===== src/rtl/assert_macros.svh =====
// assertion macros shared by the mixer rtl
// expects clk_i and rst_ni in the scope of each use
`ifndef ASSERT_MACROS_SVH
`define ASSERT_MACROS_SVH

// condition holds at every clock edge out of reset
`define ACM_ASSERT(label, cond) \
  label: assert property (@(posedge clk_i) disable iff (!rst_ni) (cond)) \
    else $error("assertion failed");

// antecedent implies consequent in the same cycle
`define ACM_ASSERT_IMPL(label, ante, cons) \
  label: assert property (@(posedge clk_i) disable iff (!rst_ni) (ante) |-> (cons)) \
    else $error("assertion failed");

// antecedent implies consequent in the cycle after
`define ACM_ASSERT_NEXT(label, ante, cons) \
  label: assert property (@(posedge clk_i) disable iff (!rst_ni) (ante) |=> (cons)) \
    else $error("assertion failed");

`endif


===== src/rtl/acm_pkg.sv =====
// shared types, register indexes and rounding helper for the audio channel mixer
// no dependencies
package acm_pkg;

  localparam int unsigned MAX_CH      = 4;
  localparam int unsigned CONTRIB_W   = 21;
  localparam int unsigned SUM_W       = 23;
  localparam int unsigned MIX_W       = 28;

  localparam logic [2:0] REG_CONTROL = 3'd0;
  localparam logic [2:0] REG_VOLUMES = 3'd1;
  localparam logic [2:0] REG_PANS    = 3'd2;
  localparam logic [2:0] REG_LENGTHS = 3'd3;
  localparam logic [2:0] REG_MASTER  = 3'd4;
  localparam logic [2:0] REG_STEREO  = 3'd5;

  typedef logic signed [CONTRIB_W-1:0] contrib_t;
  typedef logic signed [MIX_W-1:0] mix_t;

  // signed shift right with rounding half away from zero
  function automatic logic signed [63:0] round_shift(logic signed [63:0] v, int unsigned n);
    logic [63:0] m;
    m = v[63] ? (64'd0 - 64'(v)) : 64'(v);
    m = (m + (64'd1 << (n - 1))) >> n;
    return v[63] ? $signed(64'd0 - m) : $signed(m);
  endfunction

endpackage


===== src/rtl/acm_merge.sv =====
// merging stage: lane sum, master gain, soft clip with exp table
// depends on acm_pkg
module acm_merge #(
  parameter int unsigned NUM_CHANNELS    = 4,
  parameter int unsigned CLIP_TABLE_SIZE = 256
) (
  input  logic              clk_i,
  input  logic              adv_i,
  input  logic [15:0]       master_i,
  input  acm_pkg::contrib_t contrib_l_i [NUM_CHANNELS],
  input  acm_pkg::contrib_t contrib_r_i [NUM_CHANNELS],
  output logic [15:0]       left_o,
  output logic [15:0]       right_o
);

  localparam int unsigned JW = $clog2(CLIP_TABLE_SIZE);
  localparam logic [63:0] ONE_Q30 = 64'd1073741824;

  typedef logic [15:0] exp_rom_t [CLIP_TABLE_SIZE];

  function automatic logic [15:0] exp_q15(logic [63:0] j);
    logic [63:0]        a;
    logic [63:0]        y;
    logic [63:0]        term;
    logic signed [63:0] sum;
    logic [63:0]        r;
    a    = ONE_Q30 + (j << 34) / 64'(CLIP_TABLE_SIZE);
    y    = a >> 4;
    term = ONE_Q30;
    sum  = $signed(ONE_Q30);
    for (int n = 1; n <= 14; n++) begin
      term = ((term * y) >> 30) / 64'(n);
      sum  = (n % 2 == 1) ? sum - $signed(term) : sum + $signed(term);
    end
    if (sum < 0) sum = 0;
    r = 64'(sum);
    for (int n = 0; n < 4; n++) r = (r * r + (64'd1 << 29)) >> 30;
    return 16'((r + 64'd16384) >> 15);
  endfunction

  function automatic exp_rom_t build_rom();
    exp_rom_t t;
    for (int j = 0; j < CLIP_TABLE_SIZE; j++) t[j] = exp_q15(64'(j));
    return t;
  endfunction

  localparam exp_rom_t EXP_ROM = build_rom();

  function automatic logic [15:0] clip_q15(acm_pkg::mix_t x);
    logic [acm_pkg::MIX_W-1:0] mag;
    logic [acm_pkg::MIX_W-1:0] u;
    logic [31:0]               jf;
    logic [16:0]               e;
    logic signed [acm_pkg::MIX_W:0] yv;
    mag = x[acm_pkg::MIX_W-1] ? (acm_pkg::MIX_W)'(-x) : x;
    u   = mag - acm_pkg::MIX_W'(32768);
    jf  = (32'(u[18:0]) * 32'(CLIP_TABLE_SIZE)) >> 19;
    e   = (u >= acm_pkg::MIX_W'(1 << 19)) ? 17'd0 : 17'(EXP_ROM[jf[JW-1:0]]);
    yv  = (acm_pkg::MIX_W + 1)'(x);
    if (x > acm_pkg::MIX_W'(32768))
      yv = (acm_pkg::MIX_W + 1)'(32768) - $signed({1'b0, e});
    else if (x < -(acm_pkg::MIX_W)'(32768))
      yv = -(acm_pkg::MIX_W + 1)'(32768) + $signed({1'b0, e});
    if (yv > (acm_pkg::MIX_W + 1)'(32767))  yv = (acm_pkg::MIX_W + 1)'(32767);
    if (yv < -(acm_pkg::MIX_W + 1)'(32768)) yv = -(acm_pkg::MIX_W + 1)'(32768);
    return yv[15:0];
  endfunction

  logic signed [acm_pkg::SUM_W-1:0] sum_l_d, sum_r_d;
  logic signed [acm_pkg::SUM_W-1:0] sum_l_q, sum_r_q;
  logic signed [39:0]               gl_q, gr_q;
  acm_pkg::mix_t                    x_l_q, x_r_q;

  always_comb begin
    sum_l_d = '0;
    sum_r_d = '0;
    for (int i = 0; i < NUM_CHANNELS; i++) begin
      sum_l_d = sum_l_d + acm_pkg::SUM_W'(contrib_l_i[i]);
      sum_r_d = sum_r_d + acm_pkg::SUM_W'(contrib_r_i[i]);
    end
  end

  always_ff @(posedge clk_i) begin
    if (adv_i) begin
      sum_l_q <= sum_l_d;
      sum_r_q <= sum_r_d;
      gl_q    <= 40'(sum_l_q * $signed({1'b0, master_i}));
      gr_q    <= 40'(sum_r_q * $signed({1'b0, master_i}));
      x_l_q   <= acm_pkg::MIX_W'(acm_pkg::round_shift(64'(gl_q), 12));
      x_r_q   <= acm_pkg::MIX_W'(acm_pkg::round_shift(64'(gr_q), 12));
    end
  end

  assign left_o  = clip_q15(x_l_q);
  assign right_o = clip_q15(x_r_q);

endmodule


===== config.mk =====
export PLATFORM = sky130hd
export DESIGN_NAME = acm_merge
export DESIGN_NICKNAME = d
export VERILOG_FILES = /design/src/rtl/assert_macros.svh /design/src/rtl/acm_pkg.sv /design/src/rtl/acm_merge.sv
export SDC_FILE = /design/constraint.sdc
export NUM_CORES = 2
export LEC_CHECK = 0
export BUFFER_PORTS_ARGS = -buffer_cell sky130_fd_sc_hd__buf_2
export CORE_MARGIN = 2
export CORE_UTILIZATION = 54
export CTS_CLUSTER_DIAMETER = 120
export DETAILED_ROUTE_END_ITERATION = 12
export GPL_TIMING_DRIVEN = 0
export HOLD_SLACK_MARGIN = 0.12
export PLACE_DENSITY = 0.76
export SLEW_MARGIN = 20
export SYNTH_ARGS = -nofsm -noshare
export SYNTH_HDL_FRONTEND = slang
export SYNTH_SLANG_ARGS = --single-unit

===== constraint.sdc =====
create_clock -name clk_i -period 10.6 [get_ports clk_i]
set_input_delay 1.06 -clock clk_i [delete_from_list [all_inputs] [get_ports clk_i]]
set_output_delay 1.06 -clock clk_i [all_outputs]
set_load 0.02 [all_outputs]

* Word level (Yosys, flattened, before mapping)
Memories as Yosys holds them, arrays and structs flattened.
Index checks and enable logic that the tools add are counted.
W data, S select, Z words.
** Storage, ports and cells
- Bits in registers :: 182
- Bits in read-only memories :: 8192
- Bits of input ports :: 186
- Output and inout bits :: 32
- Logic and storage cells :: 64
- Memories :: 2
** Operators by class
- Add/subtract/negate cells :: 20
- Multipliers :: 2
- Magnitude comparators :: 12
- Mux-type cells :: 20
- Bitwise gates (word level) :: 2
** Memory list
- (no name shown) :: words 256, width 16, rd ports 1, clocked after memory_dff 0, wr ports 0, line acm_merge.sv:58 : e = (u >= acm_pkg::MIX_W'(1 << 19)) ? 17'd0 : 17'(EXP_ROM[jf[JW-1:0]]);
- (no name shown) :: words 256, width 16, rd ports 1, clocked after memory_dff 0, wr ports 0, line acm_merge.sv:58
** Operator list (number)
- $mux W29 :: 6
- $mux W16 :: 8
- $mux W28 :: 4
- $add A40 B12 Y40 const B :: 2
- $mul A23 B17 Y40 :: 2
- $mux W40 :: 2
- $sub A1 B40 Y40 const A :: 2
- $gt A29 B16 Y1 const B :: 2
- $lt A29 B16 Y1 const B :: 2
- $ge A28 B20 Y1 const B :: 2
- $gt A28 B17 Y1 const B :: 2
- $lt A28 B16 Y1 const B :: 2
- $neg A28 Y28 :: 2
- $sub A1 B28 Y28 const A :: 2
- $sub A28 B16 Y28 const B :: 2
- $add A22 B21 Y23 :: 2
- $add A23 B21 Y23 :: 2
- $add A21 B21 Y22 :: 2
- $add A16 B17 Y18 const A :: 2
- $sub A16 B16 Y17 const A :: 2
- $ge A9 B9 Y1 const B :: 2
- $not A8 Y9 :: 2

* Depth between registers and ports, before layout
- Depth after elaboration :: 15
- Depth in mapped cells :: 27
- Depth with buffers taken out :: 26

* Worst setup path before layout
OpenSTA, ideal clock, no wires.
- Path kind :: in2reg
- From :: input master_i[7]
- To :: register gr_q[39], data pin
- Library setup time :: 0.260 ns
- Arrival time :: 7.542 ns
- Required time :: 10.340 ns
- Slack :: 2.798 ns
- Cell stages on the path :: 25
- Path buffers :: 2
- Cells stage by stage :: clkbuf_1 clkbuf_1 nand2_1 fa_1 inv_1 fa_1 inv_1 fa_1 fa_1 inv_1 fa_1 fa_1 ha_1 a21o_1 a21oi_1 nor2b_1 o41a_1 a311oi_1 o31ai_1 and3_1 o211ai_1 a21boi_0 a211o_1 a21oi_1 xnor2_1
** Between the ends
- Longest elaborated chain between the ends :: 1
** Ends and longest elaborated chain
- start, declared :: line acm_merge.sv:9 : input logic [15:0] master_i,
- $mul A23 B17 Y40 :: line acm_merge.sv:88 : gr_q <= 40'(sum_r_q * $signed({1'b0, master_i}));
- end signal, assigned :: line acm_merge.sv:88
- end, declared :: line acm_merge.sv:71 : logic signed [39:0] gl_q, gr_q;
Every way passes these cells.
A chain may end at the register's enable or synchronous reset.

* Worst setup path in the final report
- From :: register x_r_q[27]
- To :: output right_o[3]
** Between the ends
- Longest elaborated chain between the ends :: 14
- Elaborated cells on any way between the ends :: 19
- Those cells by class :: add/sub (4); order compare (5); mux (8); bitwise (1); memory (1)
** Ends and longest elaborated chain
- start, declared :: line acm_merge.sv:72 : acm_pkg::mix_t x_l_q, x_r_q;
- start signal, assigned :: line acm_merge.sv:90 : x_r_q <= acm_pkg::MIX_W'(acm_pkg::round_shift(64'(gr_q), 12));
- parallel branches: the longest is 9 deep, another holds $neg A28 Y28
- $mux W29 * :: line acm_merge.sv:60 : if (x > acm_pkg::MIX_W'(32768))
- $gt A29 B16 Y1 :: line acm_merge.sv:64 : if (yv > (acm_pkg::MIX_W + 1)'(32767)) yv = (acm_pkg::MIX_W + 1)'(32767);
- $mux W29 * :: line acm_merge.sv:64
- $lt A29 B16 Y1 :: line acm_merge.sv:65 : if (yv < -(acm_pkg::MIX_W + 1)'(32768)) yv = -(acm_pkg::MIX_W + 1)'(32768);
- $mux W16 * :: line acm_merge.sv:65
- end, declared :: line acm_merge.sv:13 : output logic [15:0] right_o
Mark *: on every way between the ends. The select of a mux whose other input is x is not followed.

==> results by group <==
Status
  • Status: complete, no violations

CTS
  • Clock-pin slew on the worst setup and hold paths: ~0.090 ns
  • Clock Path Buffers: 2
  • Clock latency on the worst-skew pair: between 0.5 and 0.6 ns
  • CTS Hold Bufs: 0
  • Root buffer cell: clkbuf_16
  • Clock Sinks: 182
  • Post-CTS setup buffers: 0
  • Post-CTS sizing: 0
  • Number of H-tree levels: 4
  • CTS tree: yes
  • CTS buffer count: 17

Worst setup path
  • Crit Reg-Reg Startpoint: sum_r_q[7]
  • Crit path capture type: primary output
  • Crit path max-delay family: buffers and inverters
  • Crit path kind: register to primary output
  • Worst-path fanout max: 10
  • Critical path data required time: between 9 and 10 ns
  • R2R cell count: 26
  • CP bufs+invs: 7
  • Worst r2r dst: gr_q[37]
  • Reg-to-reg slack, setup: roughly 1.9 ns
  • Worst path slowest cell: a211oi_1
  • Crit path arrival time: roughly 8.8 ns
  • Cell repeated most along the worst path: clkbuf_1
  • Startpoint types: register
  • Crit-path max cell delay: between 0.8 and 0.9 ns
  • Critical-path cell list: clkbuf_1, clkbuf_1, clkbuf_1, nand2_1, xnor2_2, inv_1, ha_1, inv_1, ha_1, o21ai_0, a211o_1, a211oi_1, o21ai_0, a21o_1, nand4_1, a32oi_1, or4_1, o31a_1, buf_2, o31ai_1, buf_2

Logic synthesis
  • Area share of the largest cell type after synthesis: 0.326
  • Largest area contributor in the netlist: fa_1
  • Top-count cell post-synth: inv_1
  • Avg Synthesized Cell Area: about 8.6 µm²
  • Register bit total from synthesis: roughly 180
  • Mapped Area: roughly 50000 µm²
  • Seq/Total Area, Yosys: 0.110
  • Top cells by area, synth: fa_1, edfxtp_1, ha_1
  • Syn. warnings: 0
  • Post-synthesis cell type count: ~120
  • Syn nets: 7092
  • Most used DFF post-synth: edfxtp_1
  • Post-synth top cells: inv_1, fa_1, nand2_1
  • Number of synthesized flops with an enable pin: approximately 180
  • Cell count after synthesis: a little under 6000
  • Post-synth ARST share: 0

Global routing
  • Vias in the first global route: 45100
  • Initial antenna violation count: 9
  • All-Layer GR Usage: 0.344
  • First-pass GRT wire length: 253000 µm
  • Total gr overflow: 0
  • Largest net degree at the start of global routing: a little over 100

Detailed routing
  • DRC: 0
  • Routed wire length: approximately 160000 µm
  • Antenna viol nets, final: 0
  • Drt pass-1 iters: 7
  • Iteration-0 DRC Markers: between 4000 and 5000
  • Via density per instance: about 6.2
  • DR vias: 44800
  • Wire per inst: 22.3 µm

Place
  • PortBufs: about 200
  • Post-DP HPWL: 129000 µm
  • Gp weighted congestion: between 1 and 1.5

Die
  • Die Ht: 308 µm
  • Placeable Area: between 90000 and 100000 µm²
  • Die W: about 310 µm
  • # rows: approximately 110
  • Initial Util: 0.544
  • Die area: 94800 µm²
  • IO Pins: ~220

STA
  • Clk_skew: ~0.021 ns
  • Worst-margin pin slew: 1.17 ns
  • Fin. Hold Viols: 0
  • Final Slew Violations: 0
  • Tmin final: 9.90 ns
  • RSZ-0062 raised after global routing: false
  • Setup TNS: 0 ns
  • Final hold slack: 0.788 ns
  • Setup violators final: 0
  • FMAX: between 100 and 150 MHz
  • Fin crit share: 0.934
  • Relative slew slack: 0.200

Hold path
  • Hold path endpoint: x_l_q[7]
  • Min-delay src: gl_q[19]
  • Hold path depth: 1
  • Worst Hold Class: register to register

Cells and area
  • # nets final: 7317
  • Number of diodes: 0
  • P&R area growth vs syn: 6.43%
  • Layout cells sized above 1: 0.0630
  • # fillers: 8271

Flow run
  • Max-Cap Viols: 0
sequential cells by signal, summed over array words and instances, names as in the netlist:
name / flops
gr_q: 40
sum_l_q: 23
sum_r_q: 23
x_r_q: 28
gl_q: 40
x_l_q: 28
routing by layer:
metal | global-route usage | wire [µm] | vias up | part of all wire
met5 | 0 | 45 | - | 0.00028
met4 | 0.159 | 8430 | 8 | 0.052
met3 | 0.0787 | 16300 | 560 | 0.10
met1 | 0.445 | 62500 | 22000 | 0.39
met2 | 0.551 | 74000 | 2534 | 0.46
li1 | - | - | 19800 | -
area by class of cell:
type / count / area (µm²) / share of cell area
Buffer: 329 / 1300 / 0.0245
Clock buffer: 17 / 425 / 0.00801
Clock inverter: 15 / 174 / 0.00328
Inverter: 899 / 3370 / 0.0636
Multi-Input combinational cell: 4398 / 39800 / 0.750
Sequential cell: 182 / 5470 / 0.103
Tap cell: 1186 / 1480 / 0.0280
Timing Repair Buffer: 206 / 1070 / 0.0202
cell usage in the layout, fill, tap and decap left out, drive strengths merged, types with 31 or more instances in the layout:
cell type / Yosys / layout
a21oi: 224 / 224
a31oi: 56 / 56
nand2b: 42 / 42
buf: 50 / 256
o31ai: 37 / 37
mux2i: 34 / 34
or3: 47 / 47
nor3: 107 / 107
clkbuf: 279 / 296
a211oi: 45 / 45
nor2b: 35 / 35
o211ai: 43 / 43
and2: 329 / 329
ha: 286 / 286
fa: 812 / 812
nor4: 56 / 56
xor2: 79 / 79
o21a: 31 / 31
xnor2: 189 / 189
and3: 32 / 32
nand2: 727 / 727
a21o: 65 / 65
inv: 893 / 901
nand4: 47 / 47
nand3: 101 / 101
nor2: 281 / 281
edfxtp: 182 / 182
o21ai: 214 / 214
kinds of logic after synthesis:
family,share of synthesized area
buffers and inverters,0.0937
AND/OR/NAND/NOR,0.191
multiplexers,0.00886
flip-flops,0.110
adder cells (fa/ha/maj),0.398
XOR/XNOR,0.0492
AO/OA/AOI/OAI,0.150
how the worst max path moves through the flow:
| stage | start | to | slack, ns | depth (start not counted) |
|---|---|---|---|---|
| finish | x_r_q[27] | right_o[3] | 0.70 | 21 |
| global route | master_i[4] | gr_q[39] | 0.61 | 25 |
| CTS | x_r_q[27] | right_o[3] | 1.06 | 21 |
| detailed placement | master_i[4] | gr_q[39] | 0.58 | 25 |
| global placement | master_i[5] | gr_q[39] | 0.65 | 25 |
| floorplan | master_i[7] | gr_q[39] | 2.80 | 25 |
per-stage QoR:
| stage | setup slack [ns] | util | cell area, µm² | cells |
|---|---|---|---|---|
| global placement | 0.647 | 0.571 | 52400 | 7198 |
| detailed placement | 0.578 | 0.572 | 52500 | 7200 |
| global route | 0.606 | 0.579 | 53100 | 7232 |
| finish | 0.704 | 0.579 | 53100 | 7232 |
| CTS | 1.06 | 0.579 | 53100 | 7232 |
| floorplan | 2.80 | - | 49900 | 5808 |
Power is left out: the tool's default activity adds up to more than one toggle a clock period on the data nets, which glitch-free logic cannot reach.
